==> src/rtl/core/sipq_pkg.sv <==
// sipq_pkg: types and codes shared by the sorted-insert priority queue
// holds the request/response beat structs, cell entry and cell control types
// no dependencies
package sipq_pkg;

   localparam int CAPACITY   = 16;
   localparam int KEY_BITS   = 32;
   localparam int TAG_BITS   = 16;
   localparam int COUNT_BITS = $clog2(CAPACITY + 1);

   // request mode codes
   localparam logic MODE_INSERT = 1'b0;
   localparam logic MODE_POP    = 1'b1;

   // response status codes
   localparam logic [1:0] STATUS_DONE      = 2'd0;
   localparam logic [1:0] STATUS_FULL      = 2'd1;
   localparam logic [1:0] STATUS_EMPTY     = 2'd2;

   typedef struct packed {
      logic                       mode;
      logic signed [KEY_BITS-1:0] key;
      logic [TAG_BITS-1:0]        tag;
   } req_type;

   typedef struct packed {
      logic [1:0]                 status;
      logic signed [KEY_BITS-1:0] popped_key;
      logic [TAG_BITS-1:0]        popped_tag;
      logic [COUNT_BITS-1:0]      count;
      logic                       empty_res;
   } rsp_type;

   // one stored slot of the sorted chain
   typedef struct packed {
      logic                       valid;
      logic signed [KEY_BITS-1:0] key;
      logic [TAG_BITS-1:0]        tag;
   } entry_type;

   // broadcast to every cell in the chain
   typedef struct packed {
      logic                       ins;
      logic                       pop;
      logic signed [KEY_BITS-1:0] key;
      logic [TAG_BITS-1:0]        tag;
   } cell_ctrl_type;

endpackage

==> src/rtl/core/sipq_cell.sv <==
// sipq_cell: one compare-and-shift slot of the sorted chain
// depends on sipq_pkg (entry_type, cell_ctrl_type)
module sipq_cell
   import sipq_pkg::*;
(
   input  logic          clock,
   input  logic          reset,
   input  cell_ctrl_type ctrl,
   input  entry_type     prev_entry,
   input  logic          prev_place,
   input  entry_type     next_entry,
   output entry_type     entry,
   output logic          place
);

   logic                       valid_ff, valid_in;
   logic signed [KEY_BITS-1:0] key_ff, key_in;
   logic [TAG_BITS-1:0]        tag_ff, tag_in;

   // new key belongs at or before this slot (empty slots count as larger)
   assign place = !valid_ff || (ctrl.key <= key_ff);

   assign entry.valid = valid_ff;
   assign entry.key   = key_ff;
   assign entry.tag   = tag_ff;

   always_comb begin
      valid_in = valid_ff;
      key_in   = key_ff;
      tag_in   = tag_ff;
      if (ctrl.ins) begin
         if (prev_place) begin
            valid_in = prev_entry.valid;
            key_in   = prev_entry.key;
            tag_in   = prev_entry.tag;
         end else if (place) begin
            valid_in = 1'b1;
            key_in   = ctrl.key;
            tag_in   = ctrl.tag;
         end
      end else if (ctrl.pop) begin
         valid_in = next_entry.valid;
         key_in   = next_entry.key;
         tag_in   = next_entry.tag;
      end
   end

   always_ff @(posedge clock) begin
      if (reset) begin
         valid_ff <= 1'b0;
      end else begin
         valid_ff <= valid_in;
      end
   end

   always_ff @(posedge clock) begin
      key_ff <= key_in;
      tag_ff <= tag_in;
   end

endmodule

==> src/rtl/core/sorted_insert_priority_queue.sv <==
// sorted_insert_priority_queue: bounded priority queue as a chain of sorted cells
// depends on sipq_pkg and sipq_cell
//
//   channel   ports                          beat        direction
//   request   req_valid req_stall req_data   req_type    in
//   response  rsp_valid rsp_stall rsp_data   rsp_type    out
//
// one request per cycle while req_stall is low: every cell compares the broadcast
// key and shifts in the same cycle, and the response appears in the output
// register on the next cycle
// reset empties the chain by clearing each cell's valid bit
// a response held by rsp_stall stalls new requests only while it still waits
module sorted_insert_priority_queue
   import sipq_pkg::*;
(
   input  logic    clock,
   input  logic    reset,
   input  logic    req_valid,
   output logic    req_stall,
   input  req_type req_data,
   output logic    rsp_valid,
   input  logic    rsp_stall,
   output rsp_type rsp_data
);

   localparam int CNT_W = COUNT_BITS;

   logic             accept;
   logic             is_full, is_empty;
   logic             do_ins, do_pop;
   logic [CNT_W-1:0] count_ff, count_in;
   logic             rsp_valid_ff, rsp_valid_in;
   rsp_type          rsp_ff, rsp_in;
   cell_ctrl_type    ctrl;

   entry_type           ent [CAPACITY];
   logic [CAPACITY-1:0] place;
   logic [CAPACITY-1:0] valid_vec;

   // take a beat unless an untaken response sits in the output register
   assign req_stall = rsp_valid_ff && rsp_stall;
   assign accept    = req_valid && !req_stall;

   assign is_full  = (count_ff == CNT_W'(CAPACITY));
   assign is_empty = (count_ff == '0);

   // full insert and empty pop leave the chain untouched
   assign do_ins = accept && (req_data.mode == MODE_INSERT) && !is_full;
   assign do_pop = accept && (req_data.mode == MODE_POP) && !is_empty;

   assign ctrl.ins = do_ins;
   assign ctrl.pop = do_pop;
   assign ctrl.key = req_data.key;
   assign ctrl.tag = req_data.tag;

   // the chain: slot 0 holds the smallest key
   for (genvar i = 0; i < CAPACITY; i++) begin : g_cell
      entry_type prev_e, next_e;
      logic      prev_p;

      if (i == 0) begin : g_head
         assign prev_e = '0;
         assign prev_p = 1'b0;
      end else begin : g_body
         assign prev_e = ent[i-1];
         assign prev_p = place[i-1];
      end

      if (i == CAPACITY - 1) begin : g_tail
         assign next_e = '0;
      end else begin : g_link
         assign next_e = ent[i+1];
      end

      sipq_cell u_cell (
         .clock      (clock),
         .reset      (reset),
         .ctrl       (ctrl),
         .prev_entry (prev_e),
         .prev_place (prev_p),
         .next_entry (next_e),
         .entry      (ent[i]),
         .place      (place[i])
      );

      assign valid_vec[i] = ent[i].valid;
   end

   // entry count after this beat
   always_comb begin
      count_in = count_ff;
      if (do_ins) begin
         count_in = count_ff + CNT_W'(1);
      end else if (do_pop) begin
         count_in = count_ff - CNT_W'(1);
      end
   end

   // response beat built from the pre-update front slot and new count
   always_comb begin
      rsp_in.status     = STATUS_DONE;
      rsp_in.popped_key = '0;
      rsp_in.popped_tag = '0;
      if (req_data.mode == MODE_INSERT) begin
         if (is_full) begin
            rsp_in.status = STATUS_FULL;
         end
      end else begin
         if (is_empty) begin
            rsp_in.status = STATUS_EMPTY;
         end else begin
            rsp_in.popped_key = ent[0].key;
            rsp_in.popped_tag = ent[0].tag;
         end
      end
      rsp_in.count     = COUNT_BITS'(count_in);
      rsp_in.empty_res = (count_in == '0);
   end

   // output register: loads on accept, holds while stalled
   always_comb begin
      if (accept) begin
         rsp_valid_in = 1'b1;
      end else if (rsp_stall) begin
         rsp_valid_in = rsp_valid_ff;
      end else begin
         rsp_valid_in = 1'b0;
      end
   end

   always_ff @(posedge clock) begin
      if (reset) begin
         count_ff     <= '0;
         rsp_valid_ff <= 1'b0;
      end else begin
         count_ff     <= count_in;
         rsp_valid_ff <= rsp_valid_in;
      end
   end

   always_ff @(posedge clock) begin
      if (accept) begin
         rsp_ff <= rsp_in;
      end
   end

   assign rsp_valid = rsp_valid_ff;
   assign rsp_data  = rsp_ff;

`ifndef SYNTHESIS
   // occupied slots form a contiguous run from slot 0
   a_valid_packed: assert property (@(posedge clock) disable iff (reset)
      ((valid_vec + {{(CAPACITY-1){1'b0}}, 1'b1}) & valid_vec) == '0)
      else $error("occupied slots not contiguous from the front");

   // counter tracks the number of occupied slots
   a_count_match: assert property (@(posedge clock) disable iff (reset)
      $countones(valid_vec) == 32'(count_ff))
      else $error("entry count disagrees with occupied slots");

   // a pop of a nonempty queue removes exactly one entry
   a_pop_dec: assert property (@(posedge clock) disable iff (reset)
      do_pop |=> count_ff == $past(count_ff) - CNT_W'(1))
      else $error("pop did not remove one entry");

   // neighboring occupied slots stay in nondecreasing key order
   for (genvar j = 0; j < CAPACITY - 1; j++) begin : g_order_chk
      a_sorted: assert property (@(posedge clock) disable iff (reset)
         (ent[j].valid && ent[j+1].valid) |-> (ent[j].key <= ent[j+1].key))
         else $error("chain out of key order");
   end
`endif

endmodule
==> config.mk <==
export PLATFORM = sky130hd
export DESIGN_NAME = sorted_insert_priority_queue
export DESIGN_NICKNAME = d
export VERILOG_FILES = /design/src/rtl/core/sipq_pkg.sv /design/src/rtl/core/sipq_cell.sv /design/src/rtl/core/sorted_insert_priority_queue.sv
export SDC_FILE = /design/constraint.sdc
export NUM_CORES = 2
export LEC_CHECK = 0
export BUFFER_PORTS_ARGS = -buffer_cell sky130_fd_sc_hd__buf_4
export CAP_MARGIN = 5
export CORE_MARGIN = 10
export CORE_UTILIZATION = 50
export DETAILED_ROUTE_END_ITERATION = 7
export PLACE_DENSITY_LB_ADDON = 0.05
export SYNTH_ARGS = -nofsm -noshare
export SYNTH_HDL_FRONTEND = slang
export SYNTH_SLANG_ARGS = --single-unit
==> constraint.sdc <==
create_clock -name clock -period 19.5 [get_ports clock]
set_clock_uncertainty 0.1 [all_clocks]
set_input_delay 1.95 -clock clock [delete_from_list [all_inputs] [get_ports clock]]
set_output_delay 1.95 -clock clock [all_outputs]
set_load 0.05 [all_outputs]
==> summary.md <==
| Metric | Value |
|---|---|
| Status | `finished clean` |
| Footprint of the multi-input gates | `25300 um^2` |
| GPL Wtd Cong | `~0.84` |
| RSZ-0062 raised after global routing | `false` |
| Vias | `41000` |
| Async SR Flop Fraction | `0` |
| Setup crit end kind | `flip-flop` |
| FF/Latch Area | `25200 um^2` |
| Ant diodes | `0` |
| Initial antenna violation count | `2` |
| Yosys warns | `0` |
| Core area | `roughly 110000 um^2` |
| Skew-Pair Late Insertion Delay | `0.69 ns` |
| Arr. time, crit path | `6.61 ns` |
| #FFs+latches synth | `846` |
| Final Max Slew Viols | `0` |
| Comb power frac | `0.198` |
| Sequential share of power | `0.440` |
| Total routed wirelength | `147000 um` |
| Met3 WL post-DR | `8760 um` |
| Setup crit start kind | `input pin` |
| Reg-to-reg startpoint | `count_ff[0]` |
| Residual DRC | `0` |
| Clock Path Buffers | `3` |
| TritonRoute pass-1 iters | `6` |
| Critical path launch point | `req_valid` |
| Worst-path clk slew | `about 0.060 ns` |
| Max VDD drop | `0.0699 mV` |
| Leak | `around 23 nW` |
| Die H | `around 350 um` |
| Post-synthesis adder-cell area fraction | `0.120` |
| Sequential area share after synthesis | `0.470` |
| Syn Std Cell Area | `between 50000 and 60000 um^2` |
| H-tree level count | `3` |
| CTS tree | `done` |
| P_sw | `1.62 mW` |
| Switching part of the total | `0.298` |
| Largest net degree at the start of global routing | `218` |
| Final hold viol count | `0` |
| Pre-CTS setup slack | `12.52 ns` |
| Final setup margin | `13.16 ns` |
| Post-route ant nets | `0` |
| Total of max-cap violations | `0` |
| Via density | `6.05` |
| Iter 0 DRT Violations | `~3800` |
| Least-Margin Pin Slew | `1.11 ns` |
| Area of the die | `121000 um^2` |
| TritonCTS Buffers | `100` |
| Worst Path Required | `around 20 ns` |
| Post-detail-place hpwl | `between 100000 and 150000 um` |
| Cell variety after synth | `65` |
| CTS resizes | `0` |
| Initial Util | `0.502` |
| Top sig layer | `met5` |
| Internal cell power | `about 3.8 mW` |
| Site row count | `120` |
| Number of fill cells | `9408` |
| Sink Count | `846` |
| Worst hold path type | `reg2reg` |
| Pwr/cell area | `92.2 nW/um^2` |
| Post-Synth Simple-Gate Area | `0.145` |
| CP Class | `in2reg` |
| Share of layout cells above drive strength 1 | `0.0674` |
| Number of global-route vias before repair | `38900` |
| Post-DR wirelength/cell | `21.7 um` |
| Number of synthesized flops with an enable pin | `824` |
| Post-synthesis to final-layout area growth | `9.96%` |
| Main flop type after synthesis | `edfxtp_1` |
| # setup viols final | `0` |
| Root buffer cell | `clkbuf_16` |
| Slew headroom | `0.259` |
| Hold path start | `g_cell[9].u_cell.valid_ff` |
| Met2 wire length | `62600 um` |
| Setup Fix Bufs, Post-CTS | `0` |
| Main combinational cell family by area after synthesis | `compound AO/OA/AOI/OAI gates` |
| Post-Synthesis Cells | `5415` |
| Synth Area in Compound Gates | `0.152` |
| Remaining Overflow, GRT | `0` |
| Xor/xnor share of the synthesized area | `0.000490` |
| Net count, final | `5863` |
| First-pass GRT wire length | `230000 um` |
| PortBufs | `110` |
| CP max FO | `124` |
| TNS Setup | `0 ns` |
| Total Routing Usage GR | `0.236` |
| Post-CTS Hold Buffers | `0` |
| Die width | `around 350 um` |
| Max Freq | `0.158 GHz` |
| Mean Syn Cell Area | `around 10 um^2` |
| Multiplexer share of the synthesized area | `0.0471` |
| Clk network pwr share | `0.362` |
| Metal-1 WL | `70500 um` |
| Top-Level Pins | `around 110` |
| Net Count, Synth | `about 6000` |
| Final period util | `0.325` |
| Final Critical Period | `6.34 ns` |
-- layout make-up --
| class | instances | share of cell area |
|---|---|---|
| clock buffer | 131 | 0.0469 |
| tap | 1403 | 0.0298 |
| timing repair buffer | 171 | 0.0220 |
| sequential | 846 | 0.427 |
| inverter | 539 | 0.0343 |
| multi-input combinational | 3638 | 0.429 |
| clock inverter | 57 | 0.0112 |
-- per-stage QoR --
stage | std cells | area [um^2] | hold slack [ns] | utilization | power [mW]
after floorplan | 5415 | 53600 | 0.368 | - | 3.14
after global placement | 6597 | 55500 | 0.403 | 0.520 | 3.47
after detailed placement | 6597 | 55500 | 0.407 | 0.520 | 3.50
after CTS | 6785 | 59000 | 0.414 | 0.552 | 5.48
after global routing | 6785 | 59000 | 0.435 | 0.552 | 5.71
final | 6785 | 59000 | 0.418 | 0.552 | 5.44
-- placed cells by master (no fill, tap or decap), types with 12 or more instances in the layout --
master | synthesis | final
mux2i_4 | 0 | 12
nor3_1 | 14 | 14
mux2i_1 | 243 | 237
inv_1 | 539 | 538
nor4_1 | 19 | 19
a21oi_1 | 220 | 220
clkinv_1 | 0 | 16
nand2_1 | 799 | 799
buf_4 | 0 | 170
nor2_1 | 124 | 120
ha_1 | 514 | 514
clkbuf_16 | 0 | 103
o311ai_0 | 304 | 304
a21o_1 | 36 | 36
nand4_1 | 91 | 91
o21ai_0 | 271 | 271
clkbuf_1 | 304 | 20
a211oi_1 | 22 | 21
nand3_1 | 536 | 536
edfxtp_1 | 824 | 824
a221oi_1 | 18 | 18
o221ai_1 | 130 | 130
dfxtp_1 | 22 | 22
a311oi_1 | 12 | 12
clkinv_2 | 0 | 21
o211ai_1 | 64 | 64
bufinv_16 | 0 | 14
and4_1 | 20 | 20
and2_1 | 56 | 56
nor2b_1 | 13 | 13
-- synth_stat cells (36+ instances only) --
| library cell | number | area, um^2 |
|---|---|---|
| nand3_1 | 536 | 2680 |
| inv_1 | 539 | 2020 |
| buf_1 | 48 | 180 |
| o21ai_0 | 271 | 1360 |
| o211ai_1 | 64 | 480 |
| a21o_1 | 36 | 270 |
| buf_2 | 40 | 200 |
| clkbuf_1 | 304 | 1140 |
| o221ai_1 | 130 | 1140 |
| nand4_1 | 91 | 569 |
| nor2_1 | 124 | 465 |
| edfxtp_1 | 824 | 24700 |
| a21oi_1 | 220 | 1100 |
| ha_1 | 514 | 6430 |
| and2_1 | 56 | 350 |
| nand2_1 | 799 | 3000 |
| o311ai_0 | 304 | 2660 |
| mux2i_1 | 243 | 2430 |
-- path summary, 6_finish.rpt --
kind | cells past startpoint | endpoint | slack (ns)
worst max-delay path | 8 | g_cell[8].u_cell.key_ff[17] | 13.16
worst min-delay path | 2 | g_cell[9].u_cell.valid_ff | 0.42
worst max register to register | 9 | g_cell[8].u_cell.key_ff[17] | 13.55
worst min register to register | 2 | g_cell[9].u_cell.valid_ff | 0.42
-- critical path, stage by stage --
cell      delay (ns)
buf_4           0.11
a21bo_2         0.25
a211o_4         0.51
buf_4           0.94
buf_4           0.87
buf_4           0.71
buf_4           0.83
o311ai_0        0.27
-- cells by family after synthesis --
family | count (synthesis)
multiplexers | 250
XOR/XNOR | 3
buffers and inverters | 931
flip-flops | 846
AND/OR/NAND/NOR | 1707
adder cells (fa/ha/maj) | 514
AO/OA/AOI/OAI | 1164
-- flip-flops by register name (all words and copies together), names as in the netlist --
signal and flops:
g_cell.u_cell.key_ff 512, g_cell.u_cell.tag_ff 256, rsp_data 56, g_cell.u_cell.valid_ff 16, count_ff 5, rsp_valid 1
-- power groups by stage --
stage                     Clock (mW)  Sequential, mW  Combinational, mW
after global routing            2.08            2.41               1.21
after global placement             0            2.42               1.05
after CTS                       2.01            2.39               1.08
after floorplan                    0            2.43              0.701
after detailed placement           0            2.43               1.08
final                           1.97            2.39               1.08
-- per-layer routing --
layer,global-route usage,up-vias
met3,0.0290,205
met4,0.0833,2
met2,0.349,1305
met1,0.352,19500
met5,0,-
li1,-,20000
Note: power is estimated with default switching activity, not from simulation.
